## config.mk

```make
export PLATFORM = sky130hd
export DESIGN_NAME = manchester_edge_timing_decoder_core
export DESIGN_NICKNAME = d
export VERILOG_FILES = /design/src/metd_pkg.sv /design/src/metd_cfg_regs.sv /design/src/metd_decode.sv /design/src/manchester_edge_timing_decoder_core.sv
export SDC_FILE = /design/constraint.sdc
export NUM_CORES = 1
export LEC_CHECK = 0
export ABC_AREA = 1
export BUFFER_PORTS_ARGS = -buffer_cell sky130_fd_sc_hd__buf_2
export CORE_ASPECT_RATIO = 0.5
export CORE_MARGIN = 5
export CORE_UTILIZATION = 60
export CTS_CLUSTER_DIAMETER = 40
export DETAILED_ROUTE_END_ITERATION = 8
export MAX_ROUTING_LAYER = met4
export PLACE_DENSITY_LB_ADDON = 0.3
export SYNTH_ARGS = -nofsm -noshare
export SYNTH_HDL_FRONTEND = slang
export SYNTH_HIERARCHICAL = 1
export SYNTH_SLANG_ARGS = --single-unit
export TNS_END_PERCENT = 100
```

## constraint.sdc

```tcl
create_clock -name clk -period 3.48 [get_ports clk]
set_clock_uncertainty 0.05 [all_clocks]
set_input_delay 0 -clock clk [delete_from_list [all_inputs] [get_ports clk]]
set_output_delay 0 -clock clk [all_outputs]
set_load 0.01 [all_outputs]
```

## src/metd_pkg.sv

```systemverilog
// ----------------------------------------------------------------------------
// metd_pkg
// Shared types, codes and constants of the Manchester edge-timing decoder.
// ----------------------------------------------------------------------------
`default_nettype none

package metd_pkg;

	localparam int unsigned MAX_BITS = 128;
	localparam int unsigned CNT_W    = 8;
	localparam int unsigned IDX_W    = 7;

	// event kinds
	localparam logic [1:0] FUNC_ARM     = 2'd0;
	localparam logic [1:0] FUNC_EDGE    = 2'd1;
	localparam logic [1:0] FUNC_SILENCE = 2'd2;
	localparam logic [1:0] FUNC_TIMEOUT = 2'd3;

	// receive status
	localparam logic [1:0] ST_IDLE    = 2'd0;
	localparam logic [1:0] ST_RECV    = 2'd1;
	localparam logic [1:0] ST_OK      = 2'd2;
	localparam logic [1:0] ST_EXPIRED = 2'd3;

	// register indexes
	localparam logic [1:0] REG_ANSWER_LENGTH = 2'd0;
	localparam logic [1:0] REG_GLITCH_LIMIT  = 2'd1;
	localparam logic [1:0] REG_HALF_LIMIT    = 2'd2;
	localparam logic [1:0] REG_FULL_LIMIT    = 2'd3;

	// register reset values
	localparam logic [7:0] ANSWER_LENGTH_RST = 8'd37;
	localparam logic [7:0] GLITCH_LIMIT_RST  = 8'd15;
	localparam logic [7:0] HALF_LIMIT_RST    = 8'd48;
	localparam logic [7:0] FULL_LIMIT_RST    = 8'd80;

	typedef struct packed {
		logic [7:0] answer_length;
		logic [7:0] glitch_limit;
		logic [7:0] half_limit;
		logic [7:0] full_limit;
	} cfg_t;

	typedef struct packed {
		logic [1:0]       rx_status;
		logic             current_bit;
		logic             second_edge;
		logic             started;
		logic [CNT_W-1:0] bit_count;
	} dec_state_t;

	typedef struct packed {
		logic             bit_valid;
		logic             bit_value;
		logic [IDX_W-1:0] bit_index;
		logic [1:0]       status;
	} result_t;

	localparam dec_state_t DEC_STATE_RST = '{
		rx_status:   ST_IDLE,
		current_bit: 1'b1,
		second_edge: 1'b0,
		started:     1'b0,
		bit_count:   '0
	};

endpackage

`default_nettype wire

```

## src/metd_cfg_regs.sv

```systemverilog
// ----------------------------------------------------------------------------
// metd_cfg_regs
// Configuration register file: length and interval limits.
// ----------------------------------------------------------------------------
`default_nettype none

module metd_cfg_regs (
	input  wire                 clk,
	input  wire                 arst_n,
	input  wire                 wr_en,
	input  wire [1:0]           wr_index,
	input  wire [7:0]           wr_data,
	output metd_pkg::cfg_t      cfg
);

	metd_pkg::cfg_t cfg_q;

	always_ff @(posedge clk or negedge arst_n) begin
		if (!arst_n) begin
			cfg_q.answer_length <= metd_pkg::ANSWER_LENGTH_RST;
			cfg_q.glitch_limit  <= metd_pkg::GLITCH_LIMIT_RST;
			cfg_q.half_limit    <= metd_pkg::HALF_LIMIT_RST;
			cfg_q.full_limit    <= metd_pkg::FULL_LIMIT_RST;
		end else if (wr_en) begin
			unique case (wr_index)
				metd_pkg::REG_ANSWER_LENGTH: cfg_q.answer_length <= wr_data;
				metd_pkg::REG_GLITCH_LIMIT:  cfg_q.glitch_limit  <= wr_data;
				metd_pkg::REG_HALF_LIMIT:    cfg_q.half_limit    <= wr_data;
				metd_pkg::REG_FULL_LIMIT:    cfg_q.full_limit    <= wr_data;
				default:                     cfg_q.full_limit    <= wr_data;
			endcase
		end
	end

	assign cfg = cfg_q;

endmodule

`default_nettype wire

```

## src/metd_decode.sv

```systemverilog
// ----------------------------------------------------------------------------
// metd_decode
// Next-state and result logic for one receiver event.
// ----------------------------------------------------------------------------
`default_nettype none

module metd_decode (
	input  wire metd_pkg::cfg_t       cfg,
	input  wire metd_pkg::dec_state_t cur,
	input  wire [1:0]                 func,
	input  wire [7:0]                 interval,
	output metd_pkg::dec_state_t      nxt,
	output metd_pkg::result_t         res
);

	logic [metd_pkg::CNT_W-1:0] exp_len;
	logic [metd_pkg::CNT_W-1:0] exp_len_m1;

	// clamp the expected length to 1..MAX_BITS
	always_comb begin
		if (cfg.answer_length == 8'd0) begin
			exp_len = 8'd1;
		end else if (cfg.answer_length > 8'(metd_pkg::MAX_BITS)) begin
			exp_len = 8'(metd_pkg::MAX_BITS);
		end else begin
			exp_len = cfg.answer_length;
		end
		exp_len_m1 = exp_len - 8'd1;
	end

	always_comb begin
		nxt           = cur;
		res.bit_valid = 1'b0;
		res.bit_value = 1'b0;
		res.bit_index = '0;

		if (func == metd_pkg::FUNC_ARM) begin
			nxt           = metd_pkg::DEC_STATE_RST;
			nxt.rx_status = metd_pkg::ST_RECV;
		end else if (cur.rx_status == metd_pkg::ST_RECV) begin
			unique case (func)
				metd_pkg::FUNC_EDGE: begin
					if (!cur.started) begin
						nxt.started = 1'b1;
					end else begin
						if (interval < cfg.glitch_limit) begin
							nxt           = metd_pkg::DEC_STATE_RST;
							nxt.rx_status = cur.rx_status;
						end else if (interval < cfg.half_limit) begin
							// half period: a bit on each edge that finds second_edge set
							if (cur.second_edge) begin
								res.bit_valid   = 1'b1;
								res.bit_value   = cur.current_bit;
								res.bit_index   = cur.bit_count[metd_pkg::IDX_W-1:0];
								nxt.bit_count   = cur.bit_count + 8'd1;
								nxt.second_edge = 1'b0;
							end else begin
								nxt.second_edge = 1'b1;
							end
						end else if (interval < cfg.full_limit) begin
							// full period: emit, then invert
							res.bit_valid   = 1'b1;
							res.bit_value   = cur.current_bit;
							res.bit_index   = cur.bit_count[metd_pkg::IDX_W-1:0];
							nxt.current_bit = ~cur.current_bit;
							nxt.bit_count   = cur.bit_count + 8'd1;
							nxt.second_edge = 1'b1;
						end else begin
							nxt           = metd_pkg::DEC_STATE_RST;
							nxt.rx_status = cur.rx_status;
						end
						if (nxt.bit_count == exp_len) begin
							nxt.rx_status = metd_pkg::ST_OK;
						end
					end
				end
				metd_pkg::FUNC_SILENCE: begin
					if (cur.bit_count == exp_len_m1) begin
						if (cur.second_edge) begin
							res.bit_valid = 1'b1;
							res.bit_value = cur.current_bit;
							res.bit_index = cur.bit_count[metd_pkg::IDX_W-1:0];
						end
						nxt.bit_count = cur.bit_count + 8'd1;
						nxt.rx_status = metd_pkg::ST_OK;
					end else begin
						nxt           = metd_pkg::DEC_STATE_RST;
						nxt.rx_status = cur.rx_status;
					end
				end
				default: begin
					nxt.rx_status = metd_pkg::ST_EXPIRED;
				end
			endcase
		end

		res.status = nxt.rx_status;
	end

endmodule

`default_nettype wire

```

## src/manchester_edge_timing_decoder_core.sv

```systemverilog
// ----------------------------------------------------------------------------
// manchester_edge_timing_decoder_core
// Manchester reply receiver that decodes bits from edge spacing events.
// ----------------------------------------------------------------------------
//  channel   dir  handshake              payload
//  s_axis    in   tvalid / tready        tdata: interval, tuser: func
//  m_axis    out  tvalid / tready        tdata: bit_value, bit_index, status
//                                        tuser: bit_valid
//  cfg       in   cfg_valid / cfg_ready  cfg_index, cfg_data
//
// One word per cycle sustained unless m_axis stalls: an event is held in the
// input stage, the decode logic updates the receiver state and loads the
// result register that drives m_axis.
// A stall on m_axis holds the input stage until the result register drains.
// arst_n clears stage valids and receiver state and presets cfg registers.
// ----------------------------------------------------------------------------
`default_nettype none

module manchester_edge_timing_decoder_core (
	input  wire        clk,
	input  wire        arst_n,

	input  wire        s_axis_tvalid,
	output logic       s_axis_tready,
	input  wire [7:0]  s_axis_tdata,   // [7:0] interval
	input  wire [1:0]  s_axis_tuser,   // [1:0] func

	output logic       m_axis_tvalid,
	input  wire        m_axis_tready,
	output logic [15:0] m_axis_tdata,  // [0] bit_value, [7:1] bit_index,
	                                   // [9:8] status, [15:10] zero
	output logic       m_axis_tuser,   // [0] bit_valid

	input  wire        cfg_valid,
	output logic       cfg_ready,
	input  wire [1:0]  cfg_index,
	input  wire [7:0]  cfg_data
);

	metd_pkg::cfg_t       cfg;
	metd_pkg::dec_state_t state_q;
	metd_pkg::dec_state_t state_nxt;
	metd_pkg::result_t    res;
	metd_pkg::result_t    res_s2;

	logic       valid_s1;
	logic [1:0] func_s1;
	logic [7:0] interval_s1;
	logic       valid_s2;
	logic       adv_s1;

	assign cfg_ready = 1'b1;

	metd_cfg_regs u_cfg (
		.clk      (clk),
		.arst_n   (arst_n),
		.wr_en    (cfg_valid),
		.wr_index (cfg_index),
		.wr_data  (cfg_data),
		.cfg      (cfg)
	);

	// advance the input stage when the result register is free or draining
	assign adv_s1        = valid_s1 && (!valid_s2 || m_axis_tready);
	assign s_axis_tready = !valid_s1 || adv_s1;

	always_ff @(posedge clk or negedge arst_n) begin
		if (!arst_n) begin
			valid_s1 <= 1'b0;
		end else if (s_axis_tready) begin
			valid_s1 <= s_axis_tvalid;
		end
	end

	always_ff @(posedge clk) begin
		if (s_axis_tready && s_axis_tvalid) begin
			func_s1     <= s_axis_tuser;
			interval_s1 <= s_axis_tdata;
		end
	end

	metd_decode u_decode (
		.cfg      (cfg),
		.cur      (state_q),
		.func     (func_s1),
		.interval (interval_s1),
		.nxt      (state_nxt),
		.res      (res)
	);

	always_ff @(posedge clk or negedge arst_n) begin
		if (!arst_n) begin
			state_q <= metd_pkg::DEC_STATE_RST;
		end else if (adv_s1) begin
			state_q <= state_nxt;
		end
	end

	always_ff @(posedge clk or negedge arst_n) begin
		if (!arst_n) begin
			valid_s2 <= 1'b0;
		end else if (adv_s1) begin
			valid_s2 <= 1'b1;
		end else if (m_axis_tready) begin
			valid_s2 <= 1'b0;
		end
	end

	always_ff @(posedge clk) begin
		if (adv_s1) begin
			res_s2 <= res;
		end
	end

	assign m_axis_tvalid = valid_s2;
	assign m_axis_tuser  = res_s2.bit_valid;
	assign m_axis_tdata  = {6'd0, res_s2.status, res_s2.bit_index, res_s2.bit_value};

endmodule

`default_nettype wire
```

==> results by group <==
Setup path
  – Top delay family on crit path: simple AND/OR/NAND/NOR gates
  – Worst EP arrival: 3.32 ns
  – Crit path max fanout: 14
  – Bufs and invs on worst path: 2
  – Crit start category: flop
  – Nature of the critical path endpoint: flop
  – Slowest cell on the critical path: dfstp_2
  – Worst path max stage delay: 0.52 ns
  – Most Frequent Cell on Critical Path: nand2_1
  – Setup CP Type: flop to flop
  – Crit-path cells: inv_1 -> ha_1 -> a21oi_1 -> nor2_1 -> nor3_2 -> nand2_1 -> inv_1 -> nand2_1 -> nand3_1 -> o21ai_0 -> nor2_1 -> nand3_1 -> nand2_1 -> nand2_1 -> a21oi_1 -> nand3_1 -> nand2_1
  – CP required: 3.70 ns

Timing
  – Setup TNS: 0 ns
  – Max_slew headroom: 24.5%
  – Slew @ Worst Pin: 1.13 ns
  – Final setup violation count: 0
  – RSZ-0062 raised after global routing: no
  – Post-route worst setup slack: 0.383 ns
  – Tcrit/Tclk final: 89.0%
  – Post-layout min period: 3.10 ns
  – Fin. max-slew vios: 0
  – Final hold violations: 0
  – Maximum clock rate: 0.323 GHz

Power
  – P_leak: 2.68 nW
  – VDD IR max: 0.310 mV
  – Power density over cell area: 656 nW/um^2
  – Final Total Pwr: 0.00358 W

Drt
  – # DRC: 0
  – Post-Route WL: 12,400 um
  – Via density per instance: 5.56
  – Detailed Routing Iterations Pass 1: 5
  – WL/cell: 15.6 um
  – Routed Antenna Nets: 0
  – Initial DRC count: 376
  – Via count: 4,414

Clock network
  – Worst-path clk slew: 0.05 ns
  – CTS tree: yes
  – Clock sinks: 68
  – H-tree depth: 3
  – Largest buffer count on any clock path: 2
  – Worst-Skew Late Latency: 0.33 ns
  – CTS root buf: clkbuf_16
  – Num CTS Buffers: 9

Placement
  – Final Wtd Congestion: 0.960
  – Post-DP Area: 4940 sq um
  – Pre-CTS setup slack: 0.449 ns
  – I/O Buffers: 37
  – Placed cell count: 756
  – Dpl hpwl: 8410 um

Synthesis
  – Yosys warnings: 6
  – Most frequent cells after synthesis: nand2_1, inv_1, nand3_1, dfrtp_1
  – Synthesized flop and latch total: 68
  – Synth top area share: 18.1%
  – Most frequent cell after synthesis: nand2_1
  – Syn Inst Count: 635
  – Synth cell types: 42
  – Sequential fraction of the synthesis area: 37.6%
  – Syn_area_per_cell: 7.62 sq um
  – Most used flip-flop cell after synthesis: dfrtp_1
  – Asr flop ratio synth: 69.1%
  – Leading area contributor after synthesis: dfrtp_1
  – Largest cells by area after synthesis: dfrtp_1, nand2_1, edfxtp_1
  – EDFF count, synth: 21
  – Post-Syn Area: 4840 sq um

Final layout
  – Layout cells sized above 1: 14.1%
  – Nets@finish: 729
  – P&R area growth vs syn: 12.7%
  – Fin area: 5460 sq um
  – Non-filler instance count after layout: 794
  – Number of diodes: 0

Global route
  – Initial antenna violation count: 0
  – Vias in the first global route: 4,172
  – First-pass GRT wire length: 20,700 um
  – Pin count of the biggest net entering global routing: 48
  – GRT Total Usage: 27.5%
  – Grt ovf: 0

Flow run
  – Max Cap Violations: 0

Die
  – Core Region: 7910 sq um
  – Initial Utilization: 61.2%
  – Die Area: 10,100 sq um
  – Die height: 73.5 um
  – I/O pins: 45
  – Chip width: 137 um
  – Std-Cell Rows: 23

Status
  – Status: finished, final reports clean

Worst hold path
  – Hold WC Path Type: primary input to flop
[sequential cells by signal, summed over array words and instances, names as in the netlist]
| name | count |
|---|---|
| valid_s1 | 1 |
| m_axis_tdata | 10 |
| interval_s1 | 8 |
| m_axis_tvalid | 1 |
| func_s1 | 2 |
| u_cfg/cfg | 32 |
| m_axis_tuser | 1 |
| state_q | 13 |
[cell families after synthesis]
| logic type | Yosys count | share of synthesized area [%] |
|---|---|---|
| AND/OR/NAND/NOR | 350 | 33.5 |
| buffers and inverters | 103 | 11.0 |
| AO/OA/AOI/OAI | 76 | 9.10 |
| flip-flops | 68 | 37.6 |
| adder cells (fa/ha/maj) | 27 | 6.98 |
| XOR/XNOR | 9 | 1.63 |
| other | 2 | 0.155 |
[routing by layer]
layer / global-route usage (%) / up-vias / share of wire [%]
li1: - / 2168 / -
met5: - / - / 0
met3: 5.54 / 23 / 6.2
met1: 35.0 / 2060 / 46
met2: 45.5 / 163 / 46
met4: 7.30 / 0 / 1.8
[layout make-up]
class	count	area, sq um
fillers	644	2460
multi-input cells	469	2500
clock inverters	6	63.8
flip-flops and latches	68	1820
well taps	112	140
inverters	70	290
repair buffers	59	405
clock buffers	10	229
[worst paths after layout]
kind | slack (ns) | end | from | cells past startpoint
setup reg to reg | 0.38 | state_q[12] | u_cfg/cfg[13] | 17
setup / recovery | 0.38 | state_q[12] | u_cfg/cfg[13] | 17
hold / removal | 0.08 | u_cfg/cfg[4] | cfg_index[1] | 3
min in group asynchronous | 0.38 | u_cfg/cfg[1] | arst_n | 2
hold reg to reg | 0.41 | u_cfg/cfg[19] | u_cfg/cfg[19] | 2
max in group asynchronous | 2.30 | state_q[3] | arst_n | 2
[stage by stage]
stage	utilization (%)	hold WS, ns
CTS	68.9	0.0604
detailed placement	62.5	0.128
floorplan	-	-0.346
global placement	62.5	0.127
global route	68.9	0.0965
finish	68.9	0.0815
[timing repair]
action | in CTS | in global routing
hold endpoints to repair | 78 | 0
hold buffers | 22 | 0
buffers inserted | 0 | 0
resized for setup | 0 | 0
[power breakdown]
group	leakage [nW]	switching [W]	internal [W]	total [W]
Sequential	0.775	0.000267	0.00101	0.00128
Clock	0.139	0.000345	0.000554	0.000899
Combinational	1.76	0.000903	0.000494	0.00140
Total	2.68	0.00151	0.00206	0.00358
[worst min-delay path: cells and delay by family]
| family | cells | cell delay, ns |
|---|---|---|
| buffers and inverters | 1 | 0.26 |
| AND/OR/NAND/NOR | 2 | 0.19 |
[layout by cell type, fill, tap and decap left out, types with 6 or more instances in the layout]
cell / Yosys / layout
conb_1: 2 / 7
a21oi_1: 33 / 33
inv_1: 64 / 64
ha_1: 27 / 27
nand2_1: 213 / 213
nor2_1: 19 / 19
nand3_1: 58 / 58
xor2_1: 8 / 8
nand4_1: 33 / 33
nand2_2: 6 / 6
o21ai_0: 26 / 26
dfrtp_1: 35 / 35
buf_2: 7 / 37
dlygate4sd3_1: 0 / 22
edfxtp_1: 21 / 21
dfstp_2: 12 / 12
nor2_2: 8 / 8
clkbuf_16: 0 / 9
Power figures use the tool's default switching activity.
